**config.mk**
```make
export PLATFORM = sky130hd
export DESIGN_NAME = doppler_peak_speed_detector_unit
export DESIGN_NICKNAME = d
export VERILOG_FILES = /design/src/rtl/dpsd_pkg.sv /design/src/rtl/dpsd_front.sv /design/src/rtl/dpsd_queue.sv /design/src/rtl/dpsd_back.sv /design/src/rtl/doppler_peak_speed_detector_unit.sv
export SDC_FILE = /design/constraint.sdc
export NUM_CORES = 1
export LEC_CHECK = 0
export BUFFER_PORTS_ARGS = -buffer_cell sky130_fd_sc_hd__buf_4
export CAP_MARGIN = 10
export CORE_MARGIN = 5
export CORE_UTILIZATION = 61
export DETAILED_ROUTE_END_ITERATION = 16
export GPL_TIMING_DRIVEN = 0
export PLACE_DENSITY = 0.9
export RECOVER_POWER = 100
export SYNTH_ARGS = -nofsm -noshare
export SYNTH_HDL_FRONTEND = slang
export SYNTH_SLANG_ARGS = --single-unit
```
**constraint.sdc**
```tcl
create_clock -name clk -period 4.85 [get_ports clk]
set_input_delay 0.97 -clock clk [delete_from_list [all_inputs] [get_ports clk]]
set_output_delay 0.97 -clock clk [all_outputs]
set_load 0.005 [all_outputs]
```
**src/rtl/dpsd_pkg.sv**
```systemverilog
// Shared types, constants and the speed factor table of the Doppler peak speed detector.
package dpsd_pkg;

	// Field widths
	localparam int unsigned MAG_W      = 16;
	localparam int unsigned PEAK_BIN_W = 9;
	localparam int unsigned SPEED_W    = 8;
	localparam int unsigned FACTOR_W   = 9;
	localparam int unsigned DVD_W      = 16;
	localparam int unsigned THR_W      = 8;
	localparam int unsigned WIN_W      = 16;
	localparam int unsigned SCL2_W     = 4;
	localparam int unsigned PSL2_W     = 3;
	localparam int unsigned CFG_IDX_W  = 3;
	localparam int unsigned CFG_DATA_W = 16;
	localparam int unsigned OUT_DATA_W = 40;

	// Defaults for top-level parameters
	localparam int unsigned MAX_BINS_DEFAULT    = 512;
	localparam int unsigned QUEUE_DEPTH_DEFAULT = 2;

	// Register reset values
	localparam logic [THR_W-1:0]  THRESHOLD_RST = 8'd160;
	localparam logic              WIN_EN_RST    = 1'b0;
	localparam logic [WIN_W-1:0]  WIN_MIN_RST   = 16'd0;
	localparam logic [WIN_W-1:0]  WIN_MAX_RST   = 16'd1024;
	localparam logic [SCL2_W-1:0] SCL2_RST      = 4'd8;
	localparam logic [PSL2_W-1:0] PSL2_RST      = 3'd7;

	// Factor used for any length/prescaler pair outside the table
	localparam logic [FACTOR_W-1:0] FACTOR_DEFAULT = 9'd100;
	// Bin to speed scale (factor is in hundredths)
	localparam logic [DVD_W-1:0]    SPEED_SCALE    = 16'd100;

	// Register indexes on the configuration port
	typedef enum logic [CFG_IDX_W-1:0] {
		REG_PEAK_THRESHOLD    = 3'd0,
		REG_WINDOW_ENABLE     = 3'd1,
		REG_WINDOW_MIN_BIN    = 3'd2,
		REG_WINDOW_MAX_BIN    = 3'd3,
		REG_SAMPLE_COUNT_LOG2 = 3'd4,
		REG_PRESCALER_LOG2    = 3'd5
	} cfg_reg_t;

	// Live configuration seen by the back end
	typedef struct packed {
		logic [THR_W-1:0]  peak_threshold;
		logic              window_enable;
		logic [WIN_W-1:0]  window_min_bin;
		logic [WIN_W-1:0]  window_max_bin;
		logic [SCL2_W-1:0] sample_count_log2;
		logic [PSL2_W-1:0] prescaler_log2;
	} cfg_t;

	// Per-frame summary handed from front to back
	typedef struct packed {
		logic [MAG_W-1:0]      peak_magnitude;
		logic [PEAK_BIN_W-1:0] peak_bin;
	} frame_t;

	// Factor table in hundredths: rows length 2^3..2^10, columns prescaler 2^1..2^7
	localparam logic [FACTOR_W-1:0] FACTOR_TABLE [8][7] = '{
		'{9'd5,  9'd5,  9'd5,  9'd5,  9'd5,   9'd6,   9'd7},
		'{9'd5,  9'd5,  9'd5,  9'd5,  9'd6,   9'd7,   9'd10},
		'{9'd5,  9'd6,  9'd6,  9'd6,  9'd7,   9'd11,  9'd17},
		'{9'd6,  9'd6,  9'd7,  9'd80, 9'd12,  9'd18,  9'd32},
		'{9'd7,  9'd8,  9'd10, 9'd13, 9'd20,  9'd34,  9'd63},
		'{9'd11, 9'd14, 9'd17, 9'd24, 9'd39,  9'd68,  9'd126},
		'{9'd21, 9'd24, 9'd31, 9'd46, 9'd76,  9'd135, 9'd252},
		'{9'd38, 9'd46, 9'd61, 9'd90, 9'd153, 9'd271, 9'd504}
	};

	function automatic logic [FACTOR_W-1:0] lookup_factor(
		input logic [SCL2_W-1:0] scl2,
		input logic [PSL2_W-1:0] psl2
	);
		logic [SCL2_W-1:0] row;
		logic [PSL2_W-1:0] col;
		logic [FACTOR_W-1:0] f;
		row = scl2 - 4'd3;
		col = psl2 - 3'd1;
		if (scl2 < 4'd3 || scl2 > 4'd10 || psl2 == 3'd0) begin
			f = FACTOR_DEFAULT;
		end else begin
			f = FACTOR_TABLE[row[2:0]][col];
		end
		return f;
	endfunction

endpackage

```
**src/rtl/dpsd_front.sv**
```systemverilog
// Front end: accepts spectrum bins, tracks the running peak and emits one summary per frame.
module dpsd_front #(
	parameter int unsigned MAX_BINS = dpsd_pkg::MAX_BINS_DEFAULT
) (
	input  logic                       clk,
	input  logic                       arst_n,
	input  logic                       in_valid,
	output logic                       in_ready,
	input  logic [dpsd_pkg::MAG_W-1:0] in_mag,
	input  logic                       in_last,
	output logic                       push,
	output dpsd_pkg::frame_t           push_data,
	input  logic                       q_full
);

	localparam int unsigned CNT_W = $clog2(MAX_BINS);
	localparam int unsigned BW    = dpsd_pkg::PEAK_BIN_W;
	localparam logic [CNT_W-1:0] CNT_MAX = CNT_W'(MAX_BINS - 1);

	logic [CNT_W-1:0]           bin_cnt_q;
	logic [dpsd_pkg::MAG_W-1:0] peak_q;
	logic [CNT_W-1:0]           peak_bin_q;

	logic                       accept;
	logic                       upd;
	logic [dpsd_pkg::MAG_W-1:0] peak_nxt;
	logic [CNT_W-1:0]           peak_bin_nxt;

	assign in_ready = !q_full;
	assign accept   = in_valid && in_ready;

	// Compare the incoming bin against the running peak
	assign upd          = (bin_cnt_q >= CNT_W'(2)) && (in_mag > peak_q);
	assign peak_nxt     = upd ? in_mag : peak_q;
	assign peak_bin_nxt = upd ? bin_cnt_q : peak_bin_q;

	// Frame summary goes out with the last bin
	assign push                     = accept && in_last;
	assign push_data.peak_magnitude = peak_nxt;
	assign push_data.peak_bin       = BW'(peak_bin_nxt);

	// Running peak and bin counter
	always_ff @(posedge clk or negedge arst_n) begin
		if (!arst_n) begin
			bin_cnt_q  <= '0;
			peak_q     <= '0;
			peak_bin_q <= '0;
		end else if (accept) begin
			if (in_last) begin
				bin_cnt_q  <= '0;
				peak_q     <= '0;
				peak_bin_q <= '0;
			end else begin
				peak_q     <= peak_nxt;
				peak_bin_q <= peak_bin_nxt;
				if (bin_cnt_q != CNT_MAX) begin
					bin_cnt_q <= bin_cnt_q + CNT_W'(1);
				end
			end
		end
	end

	// Peak bin is always a bin already seen
	a_peak_bin_seen: assert property (@(posedge clk) disable iff (!arst_n)
		peak_bin_q <= bin_cnt_q)
		else $error("peak bin ahead of bin counter");

endmodule

```
**src/rtl/dpsd_queue.sv**
```systemverilog
// Short FIFO between front and back end.
module dpsd_queue #(
	parameter int unsigned WIDTH = 25,
	parameter int unsigned DEPTH = dpsd_pkg::QUEUE_DEPTH_DEFAULT
) (
	input  logic             clk,
	input  logic             arst_n,
	input  logic             push,
	input  logic [WIDTH-1:0] push_data,
	output logic             full,
	output logic             pop_valid,
	input  logic             pop_ready,
	output logic [WIDTH-1:0] pop_data
);

	localparam int unsigned PTR_W = (DEPTH > 1) ? $clog2(DEPTH) : 1;
	localparam int unsigned CNT_W = $clog2(DEPTH + 1);
	localparam logic [PTR_W-1:0] PTR_LAST = PTR_W'(DEPTH - 1);
	localparam logic [CNT_W-1:0] CNT_FULL = CNT_W'(DEPTH);

	logic [WIDTH-1:0] mem_q [DEPTH];
	logic [PTR_W-1:0] wr_ptr_q;
	logic [PTR_W-1:0] rd_ptr_q;
	logic [CNT_W-1:0] count_q;
	logic             pop;

	assign full      = (count_q == CNT_FULL);
	assign pop_valid = (count_q != '0);
	assign pop       = pop_valid && pop_ready;
	assign pop_data  = mem_q[rd_ptr_q];

	// Storage
	always_ff @(posedge clk) begin
		if (push) begin
			mem_q[wr_ptr_q] <= push_data;
		end
	end

	// Pointers and fill count
	always_ff @(posedge clk or negedge arst_n) begin
		if (!arst_n) begin
			wr_ptr_q <= '0;
			rd_ptr_q <= '0;
			count_q  <= '0;
		end else begin
			if (push) begin
				wr_ptr_q <= (wr_ptr_q == PTR_LAST) ? '0 : wr_ptr_q + PTR_W'(1);
			end
			if (pop) begin
				rd_ptr_q <= (rd_ptr_q == PTR_LAST) ? '0 : rd_ptr_q + PTR_W'(1);
			end
			if (push && !pop) begin
				count_q <= count_q + CNT_W'(1);
			end else if (pop && !push) begin
				count_q <= count_q - CNT_W'(1);
			end
		end
	end

	a_no_overflow: assert property (@(posedge clk) disable iff (!arst_n)
		full |-> !push)
		else $error("push into full queue");

	a_count_bound: assert property (@(posedge clk) disable iff (!arst_n)
		count_q <= CNT_FULL)
		else $error("queue count out of range");

endmodule

```
**src/rtl/dpsd_back.sv**
```systemverilog
// Back end: detection checks, bin-to-speed division and the result register.
module dpsd_back (
	input  logic                            clk,
	input  logic                            arst_n,
	input  dpsd_pkg::cfg_t                  cfg,
	input  logic                            q_valid,
	output logic                            q_ready,
	input  dpsd_pkg::frame_t                q_data,
	output logic                            out_valid,
	input  logic                            out_ready,
	output logic                            out_detected,
	output logic [dpsd_pkg::PEAK_BIN_W-1:0] out_peak_bin,
	output logic [dpsd_pkg::MAG_W-1:0]      out_peak_mag,
	output logic [dpsd_pkg::SPEED_W-1:0]    out_speed
);

	localparam int unsigned DW  = dpsd_pkg::DVD_W;
	localparam int unsigned FW  = dpsd_pkg::FACTOR_W;
	localparam int unsigned WW  = dpsd_pkg::WIN_W;
	localparam int unsigned SW  = dpsd_pkg::SPEED_W;
	localparam int unsigned IT_W = $clog2(DW);
	localparam logic [IT_W-1:0] IT_LAST = IT_W'(DW - 1);

	typedef enum logic [1:0] {
		ST_IDLE,
		ST_DIV,
		ST_DONE
	} state_t;

	state_t                          state_q;
	logic [IT_W-1:0]                 iter_q;
	logic                            det_q;
	logic [dpsd_pkg::PEAK_BIN_W-1:0] bin_q;
	logic [dpsd_pkg::MAG_W-1:0]      mag_q;
	logic [DW-1:0]                   dvd_q;
	logic [FW-1:0]                   div_q;
	logic [FW-1:0]                   rem_q;
	logic                            out_valid_q;

	logic                            pop;
	logic                            det_thr;
	logic                            in_win;
	logic                            det;
	logic [WW-1:0]                   bin_ext;
	logic [FW:0]                     trial;
	logic                            ge;
	logic [FW:0]                     rem_nxt;
	logic                            load_out;
	logic [SW-1:0]                   speed_sat;

	assign q_ready = (state_q == ST_IDLE);
	assign pop     = q_valid && q_ready;

	// Threshold and window checks on the popped frame
	assign bin_ext = WW'(q_data.peak_bin);
	assign det_thr = q_data.peak_magnitude > dpsd_pkg::MAG_W'(cfg.peak_threshold);
	assign in_win  = (bin_ext >= cfg.window_min_bin) && (bin_ext <= cfg.window_max_bin);
	assign det     = det_thr && (!cfg.window_enable || in_win);

	// One restoring division step per cycle
	assign trial   = {rem_q, dvd_q[DW-1]};
	assign ge      = trial >= {1'b0, div_q};
	assign rem_nxt = ge ? (trial - {1'b0, div_q}) : trial;

	// Quotient saturated to the speed range
	assign speed_sat = (|dvd_q[DW-1:SW]) ? {SW{1'b1}} : dvd_q[SW-1:0];

	assign load_out  = (state_q == ST_DONE) && (!out_valid_q || out_ready);
	assign out_valid = out_valid_q;

	// Sequencer
	always_ff @(posedge clk or negedge arst_n) begin
		if (!arst_n) begin
			state_q     <= ST_IDLE;
			iter_q      <= '0;
			out_valid_q <= 1'b0;
		end else begin
			unique case (state_q)
				ST_IDLE: begin
					if (pop) begin
						iter_q  <= '0;
						state_q <= det ? ST_DIV : ST_DONE;
					end
				end
				ST_DIV: begin
					iter_q <= iter_q + IT_W'(1);
					if (iter_q == IT_LAST) begin
						state_q <= ST_DONE;
					end
				end
				ST_DONE: begin
					if (load_out) begin
						state_q <= ST_IDLE;
					end
				end
				default: state_q <= ST_IDLE;
			endcase
			if (load_out) begin
				out_valid_q <= 1'b1;
			end else if (out_ready) begin
				out_valid_q <= 1'b0;
			end
		end
	end

	// Working registers of the divider
	always_ff @(posedge clk) begin
		if (pop) begin
			det_q <= det;
			bin_q <= q_data.peak_bin;
			mag_q <= q_data.peak_magnitude;
			dvd_q <= DW'(q_data.peak_bin) * dpsd_pkg::SPEED_SCALE;
			div_q <= dpsd_pkg::lookup_factor(cfg.sample_count_log2, cfg.prescaler_log2);
			rem_q <= '0;
		end else if (state_q == ST_DIV) begin
			dvd_q <= {dvd_q[DW-2:0], ge};
			rem_q <= rem_nxt[FW-1:0];
		end
	end

	// Result register
	always_ff @(posedge clk) begin
		if (load_out) begin
			out_detected <= det_q;
			out_peak_bin <= bin_q;
			out_peak_mag <= mag_q;
			out_speed    <= det_q ? speed_sat : '0;
		end
	end

	a_div_nonzero: assert property (@(posedge clk) disable iff (!arst_n)
		(state_q == ST_DIV) |-> (div_q != '0))
		else $error("zero divisor in division");

	a_rem_bound: assert property (@(posedge clk) disable iff (!arst_n)
		(state_q == ST_DIV) |-> (rem_q < div_q))
		else $error("remainder not below divisor");

	a_speed_zero: assert property (@(posedge clk) disable iff (!arst_n)
		(out_valid_q && !out_detected) |-> (out_speed == '0))
		else $error("speed set on undetected result");

endmodule

```
**src/rtl/doppler_peak_speed_detector_unit.sv**
```systemverilog
// Top level of the Doppler peak speed detector: config registers, front, queue and back end.
//
// Usage:
//   s_axis carries one spectrum magnitude per transaction (tdata[15:0]), bins
//   numbered from 0 in a frame, tlast on the frame's last bin. Bins 0 and 1
//   never count as a peak. The input takes one bin per cycle while the frame queue is not full.
//   m_axis carries one result per frame: detection flag, peak bin, peak
//   magnitude and speed. A detected frame runs through the serial
//   divider (one quotient bit per cycle) before its result is registered;
//   an undetected frame skips the divider.
//   A two-entry frame queue sits between the bin tracker and the divider, so
//   bins keep flowing while a division runs; back-to-back frames shorter than
//   the divider time eventually fill the queue and stall s_axis.
//   The cfg port writes one register per transaction (index, data) and is
//   always ready; write only while no frame is in flight.
//   Reset clears the running peak, bin counter, queue and result valid flag and
//   loads the register defaults. A stall on m_axis holds the result; the
//   divider and queue then fill up before s_axis is held off.
module doppler_peak_speed_detector_unit #(
	parameter int unsigned MAX_BINS    = dpsd_pkg::MAX_BINS_DEFAULT,
	parameter int unsigned QUEUE_DEPTH = dpsd_pkg::QUEUE_DEPTH_DEFAULT
) (
	input  logic                                clk,
	input  logic                                arst_n,
	// Spectrum bins
	input  logic                                s_axis_tvalid,
	output logic                                s_axis_tready,
	input  logic [dpsd_pkg::MAG_W-1:0]          s_axis_tdata,  // [15:0] magnitude
	input  logic                                s_axis_tlast,  // last_bin
	// Frame results
	output logic                                m_axis_tvalid,
	input  logic                                m_axis_tready,
	// [0] detected, [9:1] peak_bin, [25:10] peak_magnitude, [33:26] speed_kmh, [39:34] zero
	output logic [dpsd_pkg::OUT_DATA_W-1:0]     m_axis_tdata,
	// Register writes
	input  logic                                cfg_valid,
	output logic                                cfg_ready,
	input  logic [dpsd_pkg::CFG_IDX_W-1:0]      cfg_index,
	input  logic [dpsd_pkg::CFG_DATA_W-1:0]     cfg_data
);

	localparam int unsigned FRAME_W = $bits(dpsd_pkg::frame_t);

	dpsd_pkg::cfg_t   cfg_q;
	dpsd_pkg::frame_t push_data;
	dpsd_pkg::frame_t pop_data;
	logic [FRAME_W-1:0] pop_bits;
	logic             push;
	logic             q_full;
	logic             q_valid;
	logic             q_ready;
	logic             out_detected;
	logic [dpsd_pkg::PEAK_BIN_W-1:0] out_peak_bin;
	logic [dpsd_pkg::MAG_W-1:0]      out_peak_mag;
	logic [dpsd_pkg::SPEED_W-1:0]    out_speed;

	assign cfg_ready = 1'b1;

	// Configuration registers
	always_ff @(posedge clk or negedge arst_n) begin
		if (!arst_n) begin
			cfg_q.peak_threshold    <= dpsd_pkg::THRESHOLD_RST;
			cfg_q.window_enable     <= dpsd_pkg::WIN_EN_RST;
			cfg_q.window_min_bin    <= dpsd_pkg::WIN_MIN_RST;
			cfg_q.window_max_bin    <= dpsd_pkg::WIN_MAX_RST;
			cfg_q.sample_count_log2 <= dpsd_pkg::SCL2_RST;
			cfg_q.prescaler_log2    <= dpsd_pkg::PSL2_RST;
		end else if (cfg_valid && cfg_ready) begin
			unique case (cfg_index)
				dpsd_pkg::REG_PEAK_THRESHOLD:
					cfg_q.peak_threshold <= cfg_data[dpsd_pkg::THR_W-1:0];
				dpsd_pkg::REG_WINDOW_ENABLE:
					cfg_q.window_enable <= cfg_data[0];
				dpsd_pkg::REG_WINDOW_MIN_BIN:
					cfg_q.window_min_bin <= cfg_data[dpsd_pkg::WIN_W-1:0];
				dpsd_pkg::REG_WINDOW_MAX_BIN:
					cfg_q.window_max_bin <= cfg_data[dpsd_pkg::WIN_W-1:0];
				dpsd_pkg::REG_SAMPLE_COUNT_LOG2:
					cfg_q.sample_count_log2 <= cfg_data[dpsd_pkg::SCL2_W-1:0];
				dpsd_pkg::REG_PRESCALER_LOG2:
					cfg_q.prescaler_log2 <= cfg_data[dpsd_pkg::PSL2_W-1:0];
				default: ;
			endcase
		end
	end

	// Bin tracker
	dpsd_front #(
		.MAX_BINS (MAX_BINS)
	) u_front (
		.clk       (clk),
		.arst_n    (arst_n),
		.in_valid  (s_axis_tvalid),
		.in_ready  (s_axis_tready),
		.in_mag    (s_axis_tdata),
		.in_last   (s_axis_tlast),
		.push      (push),
		.push_data (push_data),
		.q_full    (q_full)
	);

	// Frame queue
	dpsd_queue #(
		.WIDTH (FRAME_W),
		.DEPTH (QUEUE_DEPTH)
	) u_queue (
		.clk       (clk),
		.arst_n    (arst_n),
		.push      (push),
		.push_data (push_data),
		.full      (q_full),
		.pop_valid (q_valid),
		.pop_ready (q_ready),
		.pop_data  (pop_bits)
	);

	assign pop_data = dpsd_pkg::frame_t'(pop_bits);

	// Detection and speed
	dpsd_back u_back (
		.clk          (clk),
		.arst_n       (arst_n),
		.cfg          (cfg_q),
		.q_valid      (q_valid),
		.q_ready      (q_ready),
		.q_data       (pop_data),
		.out_valid    (m_axis_tvalid),
		.out_ready    (m_axis_tready),
		.out_detected (out_detected),
		.out_peak_bin (out_peak_bin),
		.out_peak_mag (out_peak_mag),
		.out_speed    (out_speed)
	);

	// Result packing, lowest field first
	assign m_axis_tdata = {6'd0, out_speed, out_peak_mag, out_peak_bin, out_detected};

endmodule

```
==> run_results.csv, run 1 <==
group,metric,value,unit
hold_path,hp-class,"flop to flop",
power,power.leakage,6.03,nW
placed_design,gp_congestion,0.886,
sta,report.final.slew_viol_count,119,
die,die_height,155,um
power,powerDensity,676,mW/mm2
synth,synth_area_per_inst,11.2,um2
die,initial_core_util,61.3,%
route,remaining_drc_errors,0,
finish,drive_gt1_share,13.0,%
synth,dominant_cell_type_by_area_after_synthesis,"sky130_fd_sc_hd__edfxtp_1",
global_route,grt_start_max_net_pins,94,
synth,synth.top_cell.area_share,31.3,%
finish,finish.net_count,1394,
critical_path,critPathLaunchType,"flop",
die,die_width,155,um
outcome,violations,"max-capacitance violations, max-slew violations",
route,avgViaCountPerCell,6.18,
sta,grt_setup_unrepaired,"false",
critical_path,crit_path_cell_trace,"buf_2 -> clkbuf_1 -> mux2i_2 -> inv_1 -> ha_1 -> ha_1 -> ha_1 -> ha_1 -> a21oi_1 -> o211ai_1 -> a2111o_1 -> a31oi_1 -> xor2_1 -> o21ai_1",
route,drt.antenna.violating_nets,0,
clocking,clock_latency,0.52,ns
synth,ys_async_sr_fraction,39.2,%
synth,yosys-top-cells-count,"133 x sky130_fd_sc_hd__edfxtp_1, 100 x sky130_fd_sc_hd__inv_1, 98 x sky130_fd_sc_hd__ha_1",
global_route,antenna_found_initial,0,
route,first_pass_iters,5,
synth,post_synth_main_area_contributors,"sky130_fd_sc_hd__edfxtp_1 31%, sky130_fd_sc_hd__dfrtp_1 17%, sky130_fd_sc_hd__ha_1 9.6%",
synth,synth_edf_count,133,
job,maxCapViolCount,2,
critical_path,worst-endpoint-arrival,4.84,ns
critical_path,setup.worst_path.end_class,"flop",
synth,synth.cell_area,0.0128,mm2
sta,finalHoldViolations,0,
critical_path,worst-r2r-cell-count,14,
finish,finalInstanceArea,0.0145,mm2
global_route,grt_first_pass_wirelength,49200,um
route,drt_wl_total,30500,um
clocking,cts_buffer_depth,3,
sta,slew_headroom,-22.9,%
finish,areaGrowthSynthToFinish,13.7,%
synth,synthCells,1139,
placed_design,place_hpwl,21200,um
clocking,cts_inserted_buffers,24,
synth,ys_seq_elements,237,
route,routed_wire_length_per_instance,19.8,um
hold_path,min_delay_path_depth,0,
critical_path,reg2reg_slack,0.24,ns
synth,yosysSeqAreaShare,51.3,%
die,fp.dieArea,0.0239,mm2
outcome,outcome,"finished, violations left",
sta,setup_viol,0,
die,rows,53,
critical_path,timing.critical_path.required,5.08,ns
placed_design,dpl-instance-area,0.0137,mm2
synth,synth_cell_types,76,
critical_path,cell_mode_on_critical_path,"sky130_fd_sc_hd__ha_1",
route,drt-initial-drc-count,762,
clocking,cts_tree,"yes",
clocking,clock-sinks,237,
synth,top_count_cell_post_synth,"sky130_fd_sc_hd__edfxtp_1",
synth,ys.warnings.count,0,
finish,utilization,69.7,%
finish,fillCellCount,1406,
critical_path,setup.worst_path.class,"flop to flop",
die,top_level_ports,84,
global_route,grt_overflow,0,
clocking,worst_setup_hold_path_clk_slew,0.06,ns
sta,final_period_minus_worst_setup_slack,4.61,ns
sta,worstMarginPinSlew,1.84,ns
synth,synth_ff_type,"sky130_fd_sc_hd__edfxtp_1",
critical_path,crit_fanout,10,
placed_design,port-buffer-count,76,
finish,n_antenna_cell,0,
die,core_area,0.0208,mm2
route,vias,9529,
sta,clock-skew-final,0.0217,ns
power,max-vdd-ir-drop,0.495,mV
sta,layout_worst_path_cycle_share,95.1,%
global_route,vias_in_the_first_global_route,9555,
clocking,cts-root-buf,"sky130_fd_sc_hd__clkbuf_16",
critical_path,critPathSlowestCell,"sky130_fd_sc_hd__mux2i_2",
global_route,track_usage,25.3,%
sta,max_freq,217,MHz
clocking,cts_hold_bufs,0,
critical_path,crit_path_max_incr_delay,0.58,ns
clocking,ctsHtreeMaxLevel,1,
[layer usage]
metal	routed length (um)	track usage [%]	vias to the layer above	part of all wire, %
met1	12000	33.8	4567	39
li1	-	-	4412	-
met4	1040	8.37	0	3.4
met5	0	0	-	0
met3	2380	4.03	98	7.8
met2	15000	42.6	452	49
[stage by stage]
| stage | setup slack [ns] | setup TNS (ns) | cells | power, mW | hold WS [ns] |
|---|---|---|---|---|---|
| after floorplan | 0.773 | 0 | 1144 | 6.49 | 0.400 |
| after global placement | -0.163 | -5.42 | 1495 | 7.46 | 0.402 |
| after detailed placement | 0.152 | 0 | 1498 | 7.74 | 0.405 |
| after CTS | 0.0768 | 0 | 1542 | 9.86 | 0.422 |
| after global routing | 0.0259 | 0 | 1543 | 10.4 | 0.428 |
| final | 0.240 | 0 | 1543 | 9.80 | 0.422 |
[layout make-up]
type	count	area, um2	area share (%)
sequential	237	6550	45.1
multi-input combinational	748	5550	38.3
clock buffer	27	633	4.36
timing repair buffer	80	549	3.79
inverter	103	387	2.66
tap	275	344	2.37
buffer	56	248	1.71
clock inverter	17	246	1.70
[what timing repair did]
action                     4_1_cts  5_1_grt
gates resized for setup          0        1
setup endpoints to repair        0        1
setup buffers                    0        0
[layout by cell type (no fill, tap or decap), types with 25 or more instances in the layout]
cell type	count
sky130_fd_sc_hd__buf_4	41
sky130_fd_sc_hd__nand2_1	66
sky130_fd_sc_hd__a21oi_1	39
sky130_fd_sc_hd__clkbuf_4	33
sky130_fd_sc_hd__dfrtp_1	86
sky130_fd_sc_hd__nor2_1	57
sky130_fd_sc_hd__nand3_1	51
sky130_fd_sc_hd__clkbuf_1	55
sky130_fd_sc_hd__inv_1	102
sky130_fd_sc_hd__o21ai_0	68
sky130_fd_sc_hd__nor4_1	28
sky130_fd_sc_hd__ha_1	98
sky130_fd_sc_hd__edfxtp_1	133
sky130_fd_sc_hd__mux2_2	28
sky130_fd_sc_hd__mux2_1	39
sky130_fd_sc_hd__clkbuf_16	25
[worst max-delay path, delay by kind of cell (launching register included)]
family                     cells  cell delay [ns]
adders and majority gates      4             1.12
muxes                          1             0.58
AOI/OAI and AO/OA              5             1.14
DFF                            1             0.32
xor gates and xnor gates       1             0.18
buffers and inverters          3             0.99
[power breakdown]
| group | total, mW | internal (mW) | leakage (nW) | switching, mW |
|---|---|---|---|---|
| sequential | 3.40 | 3.05 | 2.50 | 0.348 |
| combinational | 4.36 | 1.70 | 3.13 | 2.66 |
| clock | 2.04 | 1.26 | 0.409 | 0.781 |
[path summary, 6_finish.rpt]
check                                          to              from
setup / recovery                 u_back.dvd_q[15]  u_queue.rd_ptr_q
hold / removal             u_back.out_peak_mag[2]   u_back.mag_q[2]
setup reg to reg                 u_back.dvd_q[15]  u_queue.rd_ptr_q
hold reg to reg            u_back.out_peak_mag[2]   u_back.mag_q[2]
max in group asynchronous       u_back.state_q[1]            arst_n
min in group asynchronous       u_front.peak_q[4]            arst_n
[flip-flops by register name, indices dropped and copies added (netlist names)]
name                 flops
cfg_q                   48
u_back.bin_q             9
u_back.det_q             1
u_back.div_q             9
u_back.dvd_q            16
u_back.iter_q            4
u_back.mag_q            16
u_back.out_detected      1
u_back.out_peak_bin      9
u_back.out_peak_mag     16
u_back.out_speed         8
u_back.out_valid         1
u_back.rem_q             9
u_back.state_q           2
u_front.bin_cnt_q        9
u_front.peak_bin_q       9
u_front.peak_q          16
u_queue.count_q          2
u_queue.mem_q           50
u_queue.rd_ptr_q         1
u_queue.wr_ptr_q         1
[kinds of logic (layout without fill, tap and decap cells)]
logic type               count (synthesis)  count (layout)  share of synthesized area (%)
AND/OR/NAND/NOR                        290             290                           11.4
AO/OA/AOI/OAI                          244             244                           13.0
flip-flops                             237             237                           51.3
buffers and inverters                  159             283                           5.16
adder cells (fa/ha/maj)                103             103                           10.4
multiplexers                            87              87                           7.58
XOR/XNOR                                17              17                           1.17
other                                    2               7                         0.0588
(Power assumes the default switching activity.)
==> inputs of run 2 (changes only) <==
--- a/config.mk
+++ b/config.mk
@@ -9,6 +9,7 @@
 export CAP_MARGIN = 10
 export CORE_MARGIN = 5
 export CORE_UTILIZATION = 61
+export CTS_BUF_LIST = sky130_fd_sc_hd__clkbuf_16
 export DETAILED_ROUTE_END_ITERATION = 16
 export GPL_TIMING_DRIVEN = 0
 export PLACE_DENSITY = 0.9
==> run_results.csv, run 2 (synthesis gave the netlist of run 1 again) <==
group,metric,value,unit
outcome,outcome,"finished, violations left",
outcome,violations,"max-capacitance violations, max-slew violations",
die,die_height,155,um
global_route,grt_start_max_net_pins,94,
finish,fillCellCount,1406,
route,routed_wire_length_per_instance,19.8,um
finish,mostFrequentLayoutCell,"sky130_fd_sc_hd__edfxtp_1",
critical_path,timing.critical_path.required,5.08,ns
clocking,ctsHtreeMaxLevel,1,
placed_design,post-place-ws,0.152,ns
sta,final_critical_path_setup_slack,0.240,ns
finish,finish.net_count,1394,
sta,report.final.slew_viol_count,119,
global_route,antenna_found_initial,0,
finish,top_regs,"u_queue.mem_q: 50 flops, cfg_q: 48 flops",
die,die_width,155,um
die,initial_core_util,61.3,%
critical_path,setup.worst_path.end_class,"flop",
finish,drive_gt1_share,13.0,%
power,powerDensity,675,mW/mm2
global_route,vias_in_the_first_global_route,9556,
die,top_level_ports,84,
clocking,cts-root-buf,"sky130_fd_sc_hd__clkbuf_16",
sta,grt_setup_unrepaired,"false",
route,first_pass_iters,6,
clocking,cts_tree,"yes",
route,drt.antenna.violating_nets,0,
placed_design,gp_congestion,0.886,
sta,setup-tns-final,0,ns
route,vias,9519,
critical_path,critPathLaunchType,"flop",
global_route,grt_first_pass_wirelength,49300,um
sta,worstMarginPinSlew,1.84,ns
clocking,cts_inserted_buffers,24,
power,total_power,9.80,mW
finish,areaGrowthSynthToFinish,13.7,%
power,power.leakage,6.04,nW
placed_design,port-buffer-count,76,
finish,register_area,0.00655,mm2
finish,biggest_register,"u_queue.mem_q",
clocking,worst_setup_hold_path_clk_slew,0.06,ns
finish,largest_register_ffs,50,
clocking,clock_latency,0.52,ns
critical_path,worst-endpoint-arrival,4.84,ns
power,max-vdd-ir-drop,0.495,mV
global_route,grt_overflow,0,
global_route,track_usage,25.3,%
sta,finalHoldViolations,0,
sta,slew_headroom,-22.8,%
die,fp.dieArea,0.0239,mm2
finish,n_antenna_cell,0,
die,rows,53,
finish,utilization,69.7,%
clocking,clock-sinks,237,
clocking,cts_buffer_depth,3,
route,drt-initial-drc-count,785,
sta,clock-skew-final,0.0225,ns
job,maxCapViolCount,2,
finish,most-common-layout-cells,"133 x sky130_fd_sc_hd__edfxtp_1, 104 x sky130_fd_sc_hd__inv_1, 98 x sky130_fd_sc_hd__ha_1",
placed_design,place_hpwl,21200,um
sta,layout_worst_path_cycle_share,95.0,%
sta,setup_viol,0,
sta,hold_ws,0.422,ns
sta,final_period_minus_worst_setup_slack,4.61,ns
finish,multi_input_comb_area,0.00555,mm2
sta,max_freq,217,MHz
critical_path,crit_fanout,10,
route,avgViaCountPerCell,6.17,
critical_path,setup.worst_path.class,"flop to flop",
hold_path,hp-class,"flop to flop",
die,core_area,0.0208,mm2
route,remaining_drc_errors,0,
route,drt_wl_total,30500,um
-- run 2: cell types whose count changed in the layout (fill, tap and decap cells not counted), sizes merged --
cell,change
inv,+2
clkbuf,-2
-- run 2: metrics by stage --
| stage | std cells | cell area (um2) |
|---|---|---|
| after detailed placement | 1498 | 13700 |
| after global routing | 1543 | 14500 |
| after CTS | 1542 | 14600 |
| after global placement | 1495 | 13700 |
| after floorplan | 1144 | 12800 |
| final | 1543 | 14500 |
-- run 2: final timing paths --
| kind | slack (ns) | startpoint | cells after the start | to |
|---|---|---|---|---|
| max | 0.24 | u_queue.rd_ptr_q | 14 | u_back.dvd_q[15] |
| min | 0.42 | u_back.bin_q[7] | 0 | u_back.out_peak_bin[7] |
| max reg2reg | 0.24 | u_queue.rd_ptr_q | 14 | u_back.dvd_q[15] |
| min reg2reg | 0.42 | u_back.bin_q[7] | 0 | u_back.out_peak_bin[7] |
| max in group asynchronous | 1.67 | arst_n | 2 | u_back.state_q[1] |
| min in group asynchronous | 0.71 | arst_n | 1 | u_front.peak_q[4] |
-- run 2: timing repair --
item                       in CTS  in global routing
resized for setup               0                  1
setup buffers                   0                  0
setup endpoints to repair       0                  1
hold buffers                    0                  0
-- run 2: power by group --
| group | internal (mW) | switching, mW | leakage (nW) |
|---|---|---|---|
| clock | 1.26 | 0.782 | 0.417 |
| combinational | 1.70 | 2.66 | 3.13 |
| sequential | 3.05 | 0.348 | 2.50 |
| total | 6.01 | 3.79 | 6.04 |
-- run 2: worst max-delay path, cell delays in order (launching register included) --
cell and delay, ns:
sky130_fd_sc_hd__dfrtp_1 0.32, sky130_fd_sc_hd__buf_2 0.25, sky130_fd_sc_hd__clkbuf_1 0.57, sky130_fd_sc_hd__mux2i_2 0.58, sky130_fd_sc_hd__inv_1 0.18, sky130_fd_sc_hd__ha_1 0.25
sky130_fd_sc_hd__ha_1 0.28, sky130_fd_sc_hd__ha_1 0.30, sky130_fd_sc_hd__ha_1 0.29, sky130_fd_sc_hd__a21oi_1 0.24, sky130_fd_sc_hd__o211ai_1 0.19, sky130_fd_sc_hd__a2111o_1 0.39
sky130_fd_sc_hd__a31oi_1 0.24, sky130_fd_sc_hd__xor2_1 0.18, sky130_fd_sc_hd__o21ai_1 0.07
-- run 2: routing by layer --
layer  part of all wire (%)  wire, um  GRT usage [%]
met3                    7.8      2380           4.03
met2                     49     15000           42.6
met4                    3.4      1020           8.37
met5                      0         0              0
met1                     39     12000           33.8
-- run 2: area by class of cell --
type                            instances  area share [%]
Sequential cell                       237            45.1
Multi-Input combinational cell        748            38.3
Clock buffer                           25            4.31
Timing Repair Buffer                   80            3.79
Inverter                              103            2.66
Tap cell                              275            2.37
Clock inverter                         19            1.75
Buffer                                 56            1.71
